### src/rtl/cor_pkg.sv
// ============================================================================
// cor_pkg - shared types and constants of the circle octant rasterizer
// Holds request and result formats, controller/datapath links and limits.
// ============================================================================
package cor_pkg;

    localparam int COORD_BITS  = 10;
    localparam int RADIUS_BITS = 6;
    localparam int OUT_BITS    = 12;
    localparam int STEP_BITS   = 7;
    localparam int DEC_BITS    = 11;
    localparam int COUNT_BITS  = 6;

    localparam logic [RADIUS_BITS-1:0] MAX_RADIUS   = RADIUS_BITS'(63);
    localparam logic [RADIUS_BITS-1:0] RESET_RADIUS = RADIUS_BITS'(50);
    localparam logic [COUNT_BITS-1:0]  MAX_RESULTS  = COUNT_BITS'(46);

    typedef struct packed {
        logic [COORD_BITS-1:0] center_col;
        logic [COORD_BITS-1:0] center_row;
    } t_req;

    typedef struct packed {
        logic signed [OUT_BITS-1:0] col_plus_dx;
        logic signed [OUT_BITS-1:0] col_minus_dx;
        logic signed [OUT_BITS-1:0] col_plus_dy;
        logic signed [OUT_BITS-1:0] col_minus_dy;
        logic signed [OUT_BITS-1:0] row_plus_dy;
        logic signed [OUT_BITS-1:0] row_minus_dy;
        logic signed [OUT_BITS-1:0] row_plus_dx;
        logic signed [OUT_BITS-1:0] row_minus_dx;
        logic                       last_step;
    } t_res;

    typedef struct packed {
        logic load;
        logic step;
    } t_cmd;

    typedef struct packed {
        logic last;
    } t_sts;

endpackage

### src/rtl/circle_octant_rasterizer_unit.sv
// ============================================================================
// circle_octant_rasterizer_unit - midpoint circle generator, eight-way symmetry
// Traces one octant per request and emits the reflected columns and rows.
// ============================================================================
//  channel   | handshake                 | payload
//  ----------+---------------------------+---------------------------
//  request   | start in, busy out        | i_req  (center_col/row)
//  result    | o_strobe, one cycle each  | o_res  (8 coords, last_step)
//  config    | i_cfg_we                  | i_cfg_wdata (circle_radius)
//
//  A request is a load step followed by one result per octant step,
//  at most 46 results per request (the MAX_RESULTS cap).
//  The decision loop advances one step per cycle; busy is high meanwhile.
//  Reset sets the radius to 50 and returns the sequencer to idle.
//  Results cannot be stalled; each is valid for a single cycle.
// ============================================================================
module circle_octant_rasterizer_unit (
    input  logic                            i_clk,
    input  logic                            i_rst_n,
    input  logic                            start,
    output logic                            busy,
    input  cor_pkg::t_req                   i_req,
    output logic                            o_strobe,
    output cor_pkg::t_res                   o_res,
    input  logic                            i_cfg_we,
    input  logic [cor_pkg::RADIUS_BITS-1:0] i_cfg_wdata
);

    cor_pkg::t_cmd w_cmd;
    cor_pkg::t_sts w_sts;

    cor_ctrl u_ctrl (
        .i_clk    (i_clk),
        .i_rst_n  (i_rst_n),
        .start    (start),
        .i_sts    (w_sts),
        .o_cmd    (w_cmd),
        .busy     (busy),
        .o_strobe (o_strobe)
    );

    cor_datapath u_dp (
        .i_clk       (i_clk),
        .i_rst_n     (i_rst_n),
        .i_cfg_we    (i_cfg_we),
        .i_cfg_wdata (i_cfg_wdata),
        .i_req       (i_req),
        .i_cmd       (w_cmd),
        .o_sts       (w_sts),
        .o_res       (o_res)
    );

`ifndef SYNTHESIS
    a_start_busy: assert property (@(posedge i_clk) disable iff (!i_rst_n)
        (start && !busy) |=> busy)
        else $error("request accepted without going busy");

    a_strobe_busy: assert property (@(posedge i_clk) disable iff (!i_rst_n)
        o_strobe |-> $past(busy))
        else $error("result strobe outside a trace");

    a_last_idle: assert property (@(posedge i_clk) disable iff (!i_rst_n)
        (o_strobe && o_res.last_step) |-> !busy)
        else $error("busy after last step");

    a_more_steps: assert property (@(posedge i_clk) disable iff (!i_rst_n)
        (o_strobe && !o_res.last_step) |-> busy)
        else $error("trace ended without last step");
`endif

endmodule

### src/rtl/cor_ctrl.sv
// ============================================================================
// cor_ctrl - sequencer of the circle trace
// Loads a request, steps the datapath once per cycle until the last octant step.
// ============================================================================
module cor_ctrl (
    input  logic          i_clk,
    input  logic          i_rst_n,
    input  logic          start,
    input  cor_pkg::t_sts i_sts,
    output cor_pkg::t_cmd o_cmd,
    output logic          busy,
    output logic          o_strobe
);

    typedef enum logic [0:0] {
        S_IDLE,
        S_RUN
    } t_state;

    t_state r_state;
    t_state n_state;
    logic   r_strobe;
    logic   n_strobe;

    always_comb begin
        n_state    = r_state;
        n_strobe   = 1'b0;
        o_cmd.load = 1'b0;
        o_cmd.step = 1'b0;
        unique case (r_state)
            S_IDLE: begin
                if (start) begin
                    o_cmd.load = 1'b1;
                    n_state    = S_RUN;
                end
            end
            S_RUN: begin
                o_cmd.step = 1'b1;
                n_strobe   = 1'b1;
                if (i_sts.last) begin
                    n_state = S_IDLE;
                end
            end
            default: n_state = S_IDLE;
        endcase
    end

    always_ff @(posedge i_clk) begin
        if (!i_rst_n) begin
            r_state  <= S_IDLE;
            r_strobe <= 1'b0;
        end else begin
            r_state  <= n_state;
            r_strobe <= n_strobe;
        end
    end

    assign busy     = (r_state != S_IDLE);
    assign o_strobe = r_strobe;

endmodule

### src/rtl/cor_datapath.sv
// ============================================================================
// cor_datapath - decision loop, reflection adders and result register
// Holds radius, center, x, y, decision and step count; forms eight points.
// ============================================================================
module cor_datapath (
    input  logic                              i_clk,
    input  logic                              i_rst_n,
    input  logic                              i_cfg_we,
    input  logic [cor_pkg::RADIUS_BITS-1:0]   i_cfg_wdata,
    input  cor_pkg::t_req                     i_req,
    input  cor_pkg::t_cmd                     i_cmd,
    output cor_pkg::t_sts                     o_sts,
    output cor_pkg::t_res                     o_res
);

    localparam int SB = cor_pkg::STEP_BITS;
    localparam int DB = cor_pkg::DEC_BITS;
    localparam int OB = cor_pkg::OUT_BITS;
    localparam int CB = cor_pkg::COORD_BITS;
    localparam int RB = cor_pkg::RADIUS_BITS;

    logic [RB-1:0]                    r_radius;
    logic [CB-1:0]                    r_cx;
    logic [CB-1:0]                    r_cy;
    logic [SB-1:0]                    r_x;
    logic [SB-1:0]                    r_y;
    logic signed [DB-1:0]             r_d;
    logic [cor_pkg::COUNT_BITS-1:0]   r_count;
    cor_pkg::t_res                    r_res;

    logic [RB-1:0]        w_rsat;
    logic [SB-1:0]        n_x;
    logic [SB-1:0]        n_y;
    logic signed [DB-1:0] n_d;
    logic signed [DB-1:0] w_nx_s;
    logic signed [DB-1:0] w_ny_s;
    logic                 w_last;
    logic signed [OB-1:0] w_cx;
    logic signed [OB-1:0] w_cy;
    logic signed [OB-1:0] w_xo;
    logic signed [OB-1:0] w_yo;

    assign w_rsat = (i_cfg_wdata > cor_pkg::MAX_RADIUS) ? cor_pkg::MAX_RADIUS : i_cfg_wdata;

    always_comb begin
        n_x    = r_x + SB'(1);
        w_nx_s = $signed(DB'(n_x));
        if (r_d > $signed(DB'(0))) begin
            n_y    = r_y - SB'(1);
            w_ny_s = $signed(DB'(r_y)) - $signed(DB'(1));
            n_d    = r_d + ((w_nx_s - w_ny_s) <<< 2) + $signed(DB'(10));
        end else begin
            n_y    = r_y;
            w_ny_s = $signed(DB'(r_y));
            n_d    = r_d + (w_nx_s <<< 2) + $signed(DB'(6));
        end
        w_last = (w_ny_s < w_nx_s)
              || (r_count >= (cor_pkg::MAX_RESULTS - cor_pkg::COUNT_BITS'(1)));
    end

    assign w_cx = $signed(OB'(r_cx));
    assign w_cy = $signed(OB'(r_cy));
    assign w_xo = $signed(OB'(r_x));
    assign w_yo = $signed(OB'(r_y));

    always_ff @(posedge i_clk) begin
        if (!i_rst_n) begin
            r_radius <= cor_pkg::RESET_RADIUS;
        end else if (i_cfg_we) begin
            r_radius <= w_rsat;
        end
    end

    always_ff @(posedge i_clk) begin
        if (i_cmd.load) begin
            r_cx    <= i_req.center_col;
            r_cy    <= i_req.center_row;
            r_x     <= '0;
            r_y     <= SB'(r_radius);
            r_d     <= $signed(DB'(3)) - $signed(DB'({r_radius, 1'b0}));
            r_count <= '0;
        end else if (i_cmd.step) begin
            r_x     <= n_x;
            r_y     <= n_y;
            r_d     <= n_d;
            r_count <= r_count + cor_pkg::COUNT_BITS'(1);
            r_res.col_plus_dx  <= w_cx + w_xo;
            r_res.col_minus_dx <= w_cx - w_xo;
            r_res.col_plus_dy  <= w_cx + w_yo;
            r_res.col_minus_dy <= w_cx - w_yo;
            r_res.row_plus_dy  <= w_cy + w_yo;
            r_res.row_minus_dy <= w_cy - w_yo;
            r_res.row_plus_dx  <= w_cy + w_xo;
            r_res.row_minus_dx <= w_cy - w_xo;
            r_res.last_step    <= w_last;
        end
    end

    assign o_sts.last = w_last;
    assign o_res      = r_res;

endmodule

### config.mk
export PLATFORM = sky130hd
export DESIGN_NAME = circle_octant_rasterizer_unit
export DESIGN_NICKNAME = d
export VERILOG_FILES = /design/src/rtl/cor_pkg.sv /design/src/rtl/circle_octant_rasterizer_unit.sv /design/src/rtl/cor_ctrl.sv /design/src/rtl/cor_datapath.sv
export SDC_FILE = /design/constraint.sdc
export NUM_CORES = 1
export LEC_CHECK = 0
export BUFFER_PORTS_ARGS = -buffer_cell sky130_fd_sc_hd__buf_2
export CORE_MARGIN = 2
export CORE_UTILIZATION = 60
export DETAILED_ROUTE_END_ITERATION = 10
export PLACE_DENSITY = 0.89
export SYNTH_ARGS = -nofsm -noshare
export SYNTH_HDL_FRONTEND = slang
export SYNTH_HIERARCHICAL = 1
export SYNTH_SLANG_ARGS = --single-unit
### constraint.sdc
create_clock -name i_clk -period 13 [get_ports i_clk]
set_input_delay 1.3 -clock i_clk [delete_from_list [all_inputs] [get_ports i_clk]]
set_output_delay 1.3 -clock i_clk [all_outputs]
set_load 0.05 [all_outputs]
Word level (Yosys, flattened, before mapping):

Cells that the tools add are included.

* word-level logic and storage cells: 62
* output and inout port bits: 99
* register bits after elaboration: 156
* input port bits: 30

* add/sub/neg operators: 18
* reductions and logical operators: 6
* bitwise logic cells: 2
* multiplexer cells: 13
* $lt $le $gt $ge: 4

Operators with widths (number)
* adder 10 x 7 -> 11 bit: 4
* two-way mux 11 bit: 4
* subtractor 10 x 7 -> 11 bit: 4
* two-way mux 6 bit: 4
* adder 11 x 10 -> 11 bit: 1
* adder 11 bit: 1
* adder 11 x 4 -> 11 bit, second input constant: 1
* adder 11 x 5 -> 11 bit, second input constant: 1
* > comparator 11 x 1 -> 1 bit, second input constant: 1
* less-than comparator 11 x 8 -> 1 bit: 1
* subtractor 8 x 8 -> 9 bit: 1
* subtractor 2 x 7 -> 8 bit, first input constant: 1
* subtractor 7 x 1 -> 8 bit, second input constant: 1
* adder 7 x 1 -> 7 bit, second input constant: 1
* subtractor 7 x 1 -> 7 bit, second input constant: 1
* adder 6 x 1 -> 6 bit, second input constant: 1
* greater-or-equal comparator 6 bit, second input constant: 1
* > comparator 6 bit, second input constant: 1
* AND reduction 2 bit: 3
* two-way mux 1 bit: 4
* nonzero test 2 bit: 2
* NOT 1 bit: 2
* case mux 1 bit (2 select lines): 1
* logical OR 1 bit: 1

Longest topological paths before layout:

Gate-level depths: netlist (run 1).

* depth in word-level cells: 7
* gate-level depth with buffers: 18
* mapped depth without buffers: 17

Hierarchy:

The synthesis (run 1) kept the hierarchy.

Modules (own cells, without submodules)
* cor_datapath: instances 1, area each 8899.8 µm², sequential area each 4033.9 µm², cells each 835
* cor_ctrl: instances 1, area each 73.8 µm², sequential area each 40.0 µm², cells each 7

Least setup slack after synthesis (run 1):

No wires, ideal clock.

* path type: input -> register
* start: in start
* end: reg u_dp.r_res, in the netlist u_dp/o_res[0], enable pin
* data required time: 12.462 ns
* stages on the path: 3
* arrival time: 5.671 ns
* setup slack: 6.790 ns
* path buffers: 1
* setup time: 0.538 ns
* path through: nor2b_1 clkbuf_1 nor2b_1

* longest elaborated chain between the ends: 4

Ends and longest elaborated chain
* from (decl): line circle_octant_rasterizer_unit.sv:20 `input logic start,`
* two-way mux 1 bit: line cor_ctrl.sv:32 `if (start) begin`
* two-way mux 1 bit: line cor_ctrl.sv:30 `unique case (r_state)`
* NOT 1 bit (no source line)
* AND reduction 2 bit (no source line)
* to (decl): line cor_datapath.sv:29 `cor_pkg::t_res r_res;`

No other way between the ends.
A chain may end at the register's enable or synchronous reset.

Final worst setup path (run 1):

* start: reg u_dp.r_y[1]
* end: reg u_dp.r_d[10], data pin

* longest elaborated chain between the ends: 7

Ends and longest elaborated chain
* from (decl): line cor_datapath.sv:26 `logic [SB-1:0] r_y;`
* from (signal assigned): line cor_datapath.sv:79 `r_y <= SB'(r_radius);`
* from (signal assigned): line cor_datapath.sv:84 `r_y <= n_y;`
* subtractor 7 x 1 -> 8 bit: line cor_datapath.sv:50 `w_ny_s = $signed(DB'(r_y)) - $signed(DB'(1));`
* subtractor 8 x 8 -> 9 bit: line cor_datapath.sv:51 `n_d = r_d + ((w_nx_s - w_ny_s) <<< 2) + $signed(DB'(10));`
* adder 11 bit: line cor_datapath.sv:51
* adder 11 x 5 -> 11 bit: line cor_datapath.sv:51
* two-way mux 11 bit: line cor_datapath.sv:48 `if (r_d > $signed(DB'(0))) begin`
* two-way mux 11 bit: line cor_datapath.sv:82 `end else if (i_cmd.step) begin`
* two-way mux 11 bit: line cor_datapath.sv:75 `if (i_cmd.load) begin`
* to (signal assigned): line cor_datapath.sv:80 `r_d <= $signed(DB'(3)) - $signed(DB'({r_radius, 1'b0}));`
* to (signal assigned): line cor_datapath.sv:85 `r_d <= n_d;`
* to (decl): line cor_datapath.sv:27 `logic signed [DB-1:0] r_d;`

No other way between the ends. The select of a mux whose other input is x is not followed.

==> impl_metrics.yaml, run 1 <==
cts:
  root_buffer: "sky130_fd_sc_hd__clkbuf_16"
  cts.repair_timing.setup_buffer_count: 0
  clk-insertion-delay-late_ns: 0.42
  path_clk_slew_ns: 0.06
  cts_max_level: 4
  cts_hold_repair.buffers: 0
  clock_path_buffers: 2
  clock_tree_from_tritoncts: "yes"
  clock_sink_count: 143
  tritoncts.num_buffers: 17
  post_cts_resize_count: 0
logic_synthesis:
  netlist-cell-type-count: 53
  synth_top_area_share_pct: 40.5
  number_of_enable_flip_flop_cells_after_synthesis: 121
  mapped_cell_area_mm2: 0.00897
  post_synth_inst_count: 842
  synth.top_cells.by_area: "sky130_fd_sc_hd__edfxtp_1 40%, sky130_fd_sc_hd__ha_1 14%, sky130_fd_sc_hd__xnor2_1 5.0%"
  synthesis.yosys.warnings: 6
  combinational_family_with_the_most_area_after_synthesis: "adder cells"
  compound_gate_fraction_of_synth_area_pct: 10.8
  synthFlopType: "sky130_fd_sc_hd__edfxtp_1"
  synth_mux_area_share_pct: 1.72
  netlist.top_cell.by_area: "sky130_fd_sc_hd__edfxtp_1"
  synth_adder_area_share_pct: 16.8
  synth-xor-area-share_pct: 8.98
  postSynthRegisterBits: 143
  synth_simple_gate_area_share_pct: 10.5
  synth_seq_area_share_pct: 45.4
  ys_async_sr_fraction_pct: 0
  avgSynthCellArea_um2: 10.7
layout:
  instances_no_fill: 1158
  num-nets-final: 1103
  post_route_cells_drive_above_1_share_pct: 17.2
  nFillCells: 941
  final_core_utilization_pct: 70.6
  n_antenna_cell: 0
  synthToLayoutAreaGrowth_pct: 14.8
worst_setup_path:
  critical_path_required_ns: 13.29
  worst-r2r-cell-count: 17
  worst-r2r-setup-slack_ns: 8.33
  r2r_end: "u_dp/r_d[10]"
  crit_path_end_kind: "register"
  slowest_stage: "sky130_fd_sc_hd__edfxtp_1"
  critical_path.cell_chain: "inv_1, ha_1, ha_1, a21o_1, a21o_1, maj3_1, o21ai_0, xnor2_1, ha_1, ha_1, nand3_1, o211ai_1, nor3_1, o21bai_1, xor2_1, or4_1, nand3_1"
  cp.arrival_ns: 4.96
  cp_slowest_stage_delay_ns: 0.56
  timing.critical_path.from_type: "register"
  path_common_cell: "sky130_fd_sc_hd__ha_1"
  cp_max_fo: 8
  path_class: "register to register"
  timing.rr.start: "u_dp/r_y[1]"
place:
  placement.io_buffers: 124
  placedCellCount: 1126
  dpl_hpwl_mm: 14.6
  routabilityCongestion: 0.878
power:
  power_frac_comb_pct: 39.8
  power.static_leakage_uw: 0.00444
  seqPwrFrac_pct: 33.6
  p_int_uw: 1160
  power.ir.vdd_worst_mv: 0.182
  switching_power_uw: 689
  clockPowerShare_pct: 26.6
  power_switching_share_pct: 37.2
  power.density_cell_area_mw_per_mm2: 180
routing:
  firstDrtPassIters: 6
  route.vias.total: 6670
  remaining_drc_errors: 0
  route.detailed.wl_per_inst_um: 17.5
  detail_route.iter0.violations: 672
  avgViaCountPerCell: 5.76
  antenna_left: 0
  drt-total-wl_mm: 20.3
run_status:
  status: "finished, final reports clean"
floorplanning:
  fp.dieW_um: 126
  floorplan.die.height_um: 126
  die_area_mm2: 0.0160
  row_count: 44
  initial_utilization_pct: 61.5
  core-area_mm2: 0.0146
  ports_placed_on_the_boundary: 129
global_route:
  remaining_global_route_overflow: 0
  track_usage_pct: 25.7
  antenna_found_initial: 0
  grt_start_max_net_pins: 52
  grt_pass1_vias: 6584
  grt_pass1_wl_mm: 32.5
sta:
  slew_headroom_pct: 38.4
  timing.final.hold_violations: 0
  setup-tns-final_ns: 0
  report.final.setup_viol: 0
  final.min_clock_period_ns: 4.67
  post-route-period-util_pct: 35.9
  report.final.slew_viol_count: 0
  fin_skew_ns: 0.00832
  unrepaired_setup_endpoints_after_global_routing: "no"
  tightest_slew_ns: 0.921
  clock.fmax_mhz: 214
job:
  max_cap_violations: 0
worst_hold_path:
  hold_path_end: "u_dp/r_count[5]"
  start_point_of_the_worst_min_delay_path: "u_dp/r_count[5]"
  timing.hold.worst.class: "register to register"
  hold_critical_path_depth: 2
[per-layer routing]
layer / vias to the layer above / global-route usage, % / share of wire, %
li1: 3160 / - / -
met1: 3120 / 33.7 / 42
met2: 351 / 42.9 / 49
met3: 39 / 5.10 / 7.4
met4: 0 / 9.05 / 1.9
met5: - / 0 / 0
[worst max-delay path, delay by kind of cell, from the launching register on]
family,cells,cell delay [ns]
buf+inv,1,0.24
flops,1,0.56
xor+xnor,2,0.25
compound gates,5,0.98
simple gates,4,0.81
fa+ha+maj,5,1.71
[kinds of logic after synthesis]
logic type | after synthesis
mux | 15
fa+ha+maj | 114
buf+inv | 125
compound gates | 156
other cells | 1
flops | 143
xor+xnor | 92
simple gates | 196
[per-stage QoR]
| stage | worst slack, ns | power (uW) | hold WS [ns] | area [um^2] |
|---|---|---|---|---|
| 2_1_floorplan | 6.79 | 1190 | 0.458 | 8980 |
| 3_3_place_gp | 8.58 | 1310 | 0.473 | 9710 |
| 3_5_place_dp | 8.41 | 1350 | 0.481 | 9710 |
| 4_1_cts | 8.34 | 1850 | 0.495 | 10300 |
| 5_1_grt | 8.04 | 1960 | 0.519 | 10300 |
| 6_report | 8.33 | 1850 | 0.500 | 10300 |
[cells in the final DEF, fill, tap and decap left out, types with 4 or more instances in the layout]
master,synthesis,final
sky130_fd_sc_hd__o211ai_1,10,10
sky130_fd_sc_hd__xor2_1,41,41
sky130_fd_sc_hd__buf_2,0,124
sky130_fd_sc_hd__nand4_1,4,4
sky130_fd_sc_hd__dfxtp_1,22,22
sky130_fd_sc_hd__nand2b_1,8,8
sky130_fd_sc_hd__mux2i_1,12,12
sky130_fd_sc_hd__xnor2_1,51,51
sky130_fd_sc_hd__or3_1,5,5
sky130_fd_sc_hd__and3_1,10,10
sky130_fd_sc_hd__a211oi_1,9,9
sky130_fd_sc_hd__clkinv_1,1,4
sky130_fd_sc_hd__o21bai_1,10,10
sky130_fd_sc_hd__a2111oi_0,4,4
sky130_fd_sc_hd__o21ai_0,43,43
sky130_fd_sc_hd__a21o_1,6,6
sky130_fd_sc_hd__inv_6,0,5
sky130_fd_sc_hd__conb_1,1,4
sky130_fd_sc_hd__fa_1,11,11
sky130_fd_sc_hd__inv_1,94,94
sky130_fd_sc_hd__nand3_1,10,10
sky130_fd_sc_hd__nor2_1,73,73
sky130_fd_sc_hd__nor3_1,16,16
sky130_fd_sc_hd__nor4_1,6,6
sky130_fd_sc_hd__a21boi_0,7,7
sky130_fd_sc_hd__nor2b_1,18,16
sky130_fd_sc_hd__edfxtp_1,121,121
sky130_fd_sc_hd__ha_1,101,101
sky130_fd_sc_hd__a21oi_1,46,46
sky130_fd_sc_hd__clkbuf_16,0,17
sky130_fd_sc_hd__nand2_1,35,35
[Yosys cell counts, drive strengths merged (11+ instances only)]
cell type,number
edfxtp,121
clkbuf,12
ha,101
inv,94
mux2i,12
o21ai,44
buf,18
fa,11
xnor2,51
nor2b,18
nor2,73
xor2,41
a21oi,46
nor3,16
nand2,35
dfxtp,22
[worst max-delay path by stage]
stage,from,endpoint,slack [ns],cells after the start
6_report,u_dp/r_y[1],u_dp/r_d[10],8.33,17
5_1_grt,u_dp/r_y[1],u_dp/r_d[10],8.04,17
4_1_cts,u_dp/r_y[1],u_dp/r_d[10],8.34,17
3_5_place_dp,u_dp/r_y[1],u_dp/r_d[10],8.41,17
3_3_place_gp,u_dp/r_y[1],u_dp/r_d[10],8.58,17
2_1_floorplan,start,u_dp/o_res[0],6.79,3
[cell type report]
class	count	area, um^2	area share, %
Sequential cell	143	4070	39.5
Clock inverter	14	163	1.58
Multi-Input combinational cell	577	4410	42.8
Clock buffer	18	429	4.17
Timing Repair Buffer	127	643	6.24
Tap cell	184	230	2.23
Inverter	95	357	3.46
[flip-flops by register name (all words and copies together), names as in the netlist]
| signal | count |
|---|---|
| u_dp/r_y | 7 |
| u_dp/o_res | 85 |
| u_ctrl/o_strobe | 1 |
| u_dp/r_x | 7 |
| u_dp/r_cy | 10 |
| u_dp/r_d | 10 |
| u_dp/r_cx | 10 |
| u_dp/r_count | 6 |
| u_dp/r_radius | 6 |
| u_ctrl/busy | 1 |
[power groups by stage]
stage | clock network (uW) | registers [uW] | logic (uW)
2_1_floorplan | 0 | 688 | 499
3_3_place_gp | 0 | 627 | 684
3_5_place_dp | 0 | 630 | 717
4_1_cts | 500 | 621 | 728
5_1_grt | 519 | 628 | 814
6_report | 493 | 622 | 737
Note: power is estimated with default switching activity, not from simulation.
==> inputs of run 2 (changes only) <==
--- a/config.mk
+++ b/config.mk
@@ -7,9 +7,9 @@
 export LEC_CHECK = 0
 export BUFFER_PORTS_ARGS = -buffer_cell sky130_fd_sc_hd__buf_2
 export CORE_MARGIN = 2
-export CORE_UTILIZATION = 60
+export CORE_UTILIZATION = 53
 export DETAILED_ROUTE_END_ITERATION = 10
-export PLACE_DENSITY = 0.89
+export PLACE_DENSITY = 0.84
 export SYNTH_ARGS = -nofsm -noshare
 export SYNTH_HDL_FRONTEND = slang
 export SYNTH_HIERARCHICAL = 1
==> constraint.sdc (replaced) <==
create_clock -name i_clk -period 4 [get_ports i_clk]
set_input_delay 0.4 -clock i_clk [delete_from_list [all_inputs] [get_ports i_clk]]
set_output_delay 0.4 -clock i_clk [all_outputs]
set_load 0.05 [all_outputs]
==> run 2 against run 1 <==
The flow now finishes with violations (setup timing). Global-route usage down 2.8 points. Non-clock buffer count up 23. Count of clock-buffer cells in the layout up 2. Clock power rose to 3.4 times the previous value. Register-to-register slack worse by 8.3 ns. Utilization down 6.4 points. Sequential cell count unchanged. Critical path type unchanged. Die area up 13%. First-iteration DRC count down 10%.
==> impl_metrics.yaml, run 2 (synthesis gave the netlist of run 1 again) <==
routing:
  route.detailed.wl_per_inst_um: 16.6
  avgViaCountPerCell: 5.49
  antenna_left: 0
  firstDrtPassIters: 6
  remaining_drc_errors: 0
  route.vias.total: 6685
  detail_route.iter0.violations: 605
  drt-total-wl_mm: 20.2
sta:
  tightest_slew_ns: 0.675
  postLayoutSetupSlackWorst_ns: -0.00921
  report.final.slew_viol_count: 0
  timing.final.hold_violations: 0
  report.final.setup_viol: 1
  post-route-period-util_pct: 100
  clock.fmax_mhz: 249
  unrepaired_setup_endpoints_after_global_routing: "yes"
  fin_skew_ns: 0.00877
  slew_headroom_pct: 54.5
  setup-tns-final_ns: -0.00921
  final.min_clock_period_ns: 4.01
place:
  placedCellCount: 1178
  routabilityCongestion: 0.909
  dpl_hpwl_mm: 14.7
  placed_cell_area_mm2: 0.00990
  placement.io_buffers: 124
worst_setup_path:
  cp.arrival_ns: 4.30
  worst-r2r-setup-slack_ns: -0.009
  crit_path_end_kind: "register"
  critical_path.cell_chain: "ha_1, xnor2_2, inv_1, ha_1, a21o_1, maj3_2, o21ai_2, xnor2_1, ha_1, ha_4, nand3_2, o211ai_1, nor3_2, o21bai_1, xor2_1, or4_1, nand3_2"
  r2r_end: "u_dp/r_d[10]"
  path_common_cell: "sky130_fd_sc_hd__ha_1"
  path_class: "register to register"
  slowest_stage: "sky130_fd_sc_hd__or4_1"
  timing.rr.start: "u_dp/r_x[0]"
  timing.critical_path.from_type: "register"
  cp_max_fo: 4
  cp_slowest_stage_delay_ns: 0.54
  worst-r2r-cell-count: 17
  critical_path_required_ns: 4.29
layout:
  final_design_area_no_fill_mm2: 0.0107
  most_frequent_cells_in_the_layout: "124 x sky130_fd_sc_hd__buf_2, 121 x sky130_fd_sc_hd__edfxtp_1, 98 x sky130_fd_sc_hd__ha_1, 92 x sky130_fd_sc_hd__inv_1, 72 x sky130_fd_sc_hd__nor2_1"
  nFillCells: 1252
  synthToLayoutAreaGrowth_pct: 18.7
  largest_register_ffs: 85
  multiInputGateArea_mm2: 0.00450
  n_antenna_cell: 0
  instances_no_fill: 1217
  num-nets-final: 1126
  layout.cells.most_common: "sky130_fd_sc_hd__buf_2"
  regArea_mm2: 0.00407
  post_route_cells_drive_above_1_share_pct: 21.1
floorplanning:
  ports_placed_on_the_boundary: 129
  die_area_mm2: 0.0180
  initial_utilization_pct: 54.1
  fp.dieW_um: 134
  core-area_mm2: 0.0166
  row_count: 47
  floorplan.die.height_um: 134
run_status:
  status: "finished, violations left"
  violations: "setup timing"
power:
  power_switching_share_pct: 36.4
  clockPowerShare_pct: 26.7
  power_frac_comb_pct: 41.8
  seqPwrFrac_pct: 31.6
  switching_power_uw: 2280
  power.static_leakage_uw: 0.00459
  power.ir.vdd_worst_mv: 0.499
  p_int_uw: 3980
  power.density_cell_area_mw_per_mm2: 588
global_route:
  grt_pass1_vias: 6317
  grt_start_max_net_pins: 54
  antenna_found_initial: 0
  track_usage_pct: 22.9
  remaining_global_route_overflow: 0
  grt_pass1_wl_mm: 31.9
cts:
  path_clk_slew_ns: 0.06
  clock_sink_count: 143
  root_buffer: "sky130_fd_sc_hd__clkbuf_16"
  cts_hold_repair.buffers: 0
  clk-insertion-delay-late_ns: 0.43
  clock_path_buffers: 2
  clock_tree_from_tritoncts: "yes"
  tritoncts.num_buffers: 17
  cts_max_level: 4
worst_hold_path:
  hold_path_end: "u_dp/r_cx[5]"
  timing.hold.worst.class: "primary input to register"
  hold_critical_path_depth: 1
  start_point_of_the_worst_min_delay_path: "i_req[15]"
job:
  max_cap_violations: 0
run 2: layer usage:
| layer | up-vias | GRT usage (%) | part of all wire (%) | wire length [um] |
|---|---|---|---|---|
| met1 | 3137 | 29.5 | 41 | 8350 |
| met4 | 0 | 7.89 | 1.8 | 372 |
| met2 | 293 | 38.9 | 49 | 9890 |
| met5 | - | 0 | 0 | 0 |
| li1 | 3219 | - | - | - |
| met3 | 36 | 4.61 | 7.8 | 1570 |
run 2: layout make-up:
| type | count | share of cell area (%) |
|---|---|---|
| Clock buffer | 20 | 4.10 |
| Inverter | 95 | 3.35 |
| Tap cell | 220 | 2.58 |
| Sequential cell | 143 | 38.2 |
| Multi-Input combinational cell | 577 | 42.3 |
| Timing Repair Buffer | 150 | 7.73 |
| Clock inverter | 12 | 1.73 |
run 2: worst max-delay path, delay by kind of cell (launching register included):
family | cells | cell delay, ns
XOR/XNOR | 3 | 0.41
AO/OA/AOI/OAI | 4 | 0.78
adder cells (fa/ha/maj) | 5 | 1.49
flip-flops | 1 | 0.31
buffers and inverters | 1 | 0.10
AND/OR/NAND/NOR | 4 | 0.75
run 2: repair_timing:
item                       in CTS  in global routing
resized for setup               5                 14
setup endpoints to repair       1                  2
gates cloned                    0                  0
buffers inserted                3                  4
pin swaps                       5                 10
run 2: worst max-delay path by stage:
stage	to	startpoint	cells after the start
after detailed placement	u_dp/r_d[10]	u_dp/r_y[0]	16
after CTS	u_dp/r_d[10]	u_dp/r_x[0]	16
after floorplan	u_dp/r_d[10]	u_dp/r_y[1]	16
after global routing	u_dp/r_d[10]	u_dp/r_x[0]	17
final	u_dp/r_d[10]	u_dp/r_x[0]	17
after global placement	u_dp/r_d[10]	u_dp/r_y[0]	16
run 2: stage by stage:
step	utilization, %	hold WS (ns)	setup WS [ns]	power [uW]
floorplan	-	0.458	0.00301	3890
global placement	59.7	0.472	0.0535	4340
detailed placement	59.7	0.484	-0.0301	4420
CTS	63.7	0.139	0.0207	6170
global route	64.2	0.132	-0.205	6620
finish	64.2	0.148	-0.00921	6260
run 2: power groups by stage:
stage	Clock [uW]	Sequential [uW]	Combinational, uW
final	1670	1980	2610
after global routing	1750	2000	2880
after CTS	1680	1970	2510
after detailed placement	0	2000	2420
after global placement	0	2000	2350
after floorplan	0	2230	1660
==> inputs of run 3 (changes only) <==
--- a/config.mk
+++ b/config.mk
@@ -5,7 +5,7 @@
 export SDC_FILE = /design/constraint.sdc
 export NUM_CORES = 1
 export LEC_CHECK = 0
-export BUFFER_PORTS_ARGS = -buffer_cell sky130_fd_sc_hd__buf_2
+export BUFFER_PORTS_ARGS = -buffer_cell sky130_fd_sc_hd__buf_4
 export CORE_MARGIN = 2
 export CORE_UTILIZATION = 53
 export DETAILED_ROUTE_END_ITERATION = 10
==> run 3 against run 2 <==
The run still ends with setup timing left. Sequential cell count unchanged. Critical path type unchanged. Clock skew about the same. Non-clock buffer count up 3. Final cell count up 0.25%. Maximum frequency up 0.16%. Routed wire length up 4.9%. First-iteration DRC count down 7.4%.
==> impl_metrics.yaml, run 3 (synthesis gave the netlist of run 1 again) <==
routing:
  remaining_drc_errors: 0
  firstDrtPassIters: 5
  route.detailed.wl_per_inst_um: 17.4
  avgViaCountPerCell: 5.51
  drt-total-wl_mm: 21.2
  detail_route.iter0.violations: 560
  antenna_left: 0
  route.vias.total: 6722
worst_hold_path:
  hold_critical_path_depth: 1
  start_point_of_the_worst_min_delay_path: "i_req[1]"
  hold_path_end: "u_dp/r_cy[1]"
  timing.hold.worst.class: "primary input to register"
cts:
  tritoncts.num_buffers: 17
  root_buffer: "sky130_fd_sc_hd__clkbuf_16"
  clock_tree_from_tritoncts: "yes"
  clk-insertion-delay-late_ns: 0.43
  cts_hold_repair.buffers: 0
  clock_path_buffers: 2
  path_clk_slew_ns: 0.06
  clock_sink_count: 143
  cts_max_level: 4
place:
  placement.io_buffers: 124
  dpl_hpwl_mm: 15.0
  placed_cell_area_mm2: 0.0102
  routabilityCongestion: 0.881
layout:
  final_core_utilization_pct: 66.1
  synthToLayoutAreaGrowth_pct: 22.2
  final_design_area_no_fill_mm2: 0.0110
  most_frequent_cells_in_the_layout: "151 x sky130_fd_sc_hd__buf_4, 121 x sky130_fd_sc_hd__edfxtp_1, 94 x sky130_fd_sc_hd__ha_1, 92 x sky130_fd_sc_hd__inv_1, 72 x sky130_fd_sc_hd__nor2_1"
  post_route_cells_drive_above_1_share_pct: 21.7
  layout.cells.most_common: "sky130_fd_sc_hd__buf_4"
  largest_register_ffs: 85
  regArea_mm2: 0.00407
  nFillCells: 1211
  n_antenna_cell: 0
  num-nets-final: 1129
  multiInputGateArea_mm2: 0.00454
sta:
  postLayoutSetupSlackWorst_ns: -0.00286
  report.final.slew_viol_count: 0
  clock.fmax_mhz: 250
  timing.final.hold_violations: 0
  setup-tns-final_ns: -0.00286
  fin_skew_ns: 0.00879
  unrepaired_setup_endpoints_after_global_routing: "yes"
  holdWs_ns: 0.146
  post-route-period-util_pct: 100
  tightest_slew_ns: 0.929
  slew_headroom_pct: 37.9
  report.final.setup_viol: 1
  final.min_clock_period_ns: 4.00
worst_setup_path:
  timing.rr.start: "u_dp/r_y[0]"
  cp_max_fo: 5
  r2r_end: "u_dp/r_d[10]"
  crit_path_end_kind: "register"
  cp.arrival_ns: 4.31
  critical_path.cell_chain: "inv_2, ha_4, ha_4, a21o_1, a21o_1, maj3_2, o21ai_2, xnor2_1, ha_1, ha_4, nand3_1, o211ai_1, nor3_1, o21bai_1, xor2_1, or4_1, nand3_1"
  worst-r2r-setup-slack_ns: -0.003
  critPathBufInv: 1
  cp_slowest_stage_delay_ns: 0.53
  crit_family: "adder cells"
  critical_path_required_ns: 4.30
  slowest_stage: "sky130_fd_sc_hd__or4_1"
  timing.critical_path.from_type: "register"
  path_class: "register to register"
  worst-r2r-cell-count: 17
  path_common_cell: "sky130_fd_sc_hd__ha_4"
floorplanning:
  die_area_mm2: 0.0180
  floorplan.die.height_um: 134
  fp.dieW_um: 134
  initial_utilization_pct: 54.1
  core-area_mm2: 0.0166
  ports_placed_on_the_boundary: 129
  row_count: 47
global_route:
  grt_start_max_net_pins: 57
  remaining_global_route_overflow: 0
  grt_pass1_wl_mm: 32.9
  track_usage_pct: 23.7
  antenna_found_initial: 0
  grt_pass1_vias: 6554
power:
  power.static_leakage_uw: 0.00468
  finalPower_uw: 6310
  power.ir.vdd_worst_mv: 0.420
  power.density_cell_area_mw_per_mm2: 575
run_status:
  status: "finished, violations left"
  violations: "setup timing"
job:
  max_cap_violations: 0
==> run 3: worst max path at each step <==
| stage | depth (start not counted) | slack [ns] | endpoint | from |
|---|---|---|---|---|
| 3_3_place_gp | 16 | 0.05 | u_dp/r_d[10] | u_dp/r_y[0] |
| 4_1_cts | 16 | 0.02 | u_dp/r_d[10] | u_dp/r_y[0] |
| 2_1_floorplan | 16 | 0.003 | u_dp/r_d[10] | u_dp/r_y[1] |
| 5_1_grt | 17 | -0.20 | u_dp/r_d[10] | u_dp/r_y[0] |
| 3_5_place_dp | 17 | -0.05 | u_dp/r_d[10] | u_dp/r_y[0] |
| 6_report | 17 | -0.003 | u_dp/r_d[10] | u_dp/r_y[0] |
==> run 3: final cells by class <==
type / instances / area share (%)
Tap cell: 220 / 2.51
Timing Repair Buffer: 153 / 10.5
Multi-Input combinational cell: 577 / 41.4
Clock inverter: 15 / 1.30
Inverter: 95 / 3.25
Sequential cell: 143 / 37.1
Clock buffer: 17 / 3.88
==> run 3: per-layer routing <==
metal | vias to the layer above | share of wire [%] | track usage, %
met3 | 36 | 7.1 | 5.25
met2 | 271 | 50 | 40.5
li1 | 3223 | - | -
met5 | - | 0 | 0
met1 | 3192 | 41 | 29.8
met4 | 0 | 2.1 | 8.65
==> run 3: metrics by stage <==
step	std cells	worst slack [ns]
after floorplan	845	0.00301
after global placement	1177	0.0528
after detailed placement	1177	-0.0485
after CTS	1211	0.0196
after global routing	1220	-0.195
final	1220	-0.00286
==> run 3: power by group <==
group	total [uW]	leakage [uW]	switching, uW	internal, uW
sequential	2000	0.00131	127	1870
combinational	2780	0.00310	1590	1190
clock	1540	0.000268	628	909
total	6310	0.00468	2340	3970
==> run 3: repair_timing <==
item / in CTS / in global routing
setup buffers: 2 / 9
pin swaps: 3 / 18
gates resized for setup: 6 / 18
setup endpoints to repair: 1 / 3
hold endpoints to repair: 0 / 0
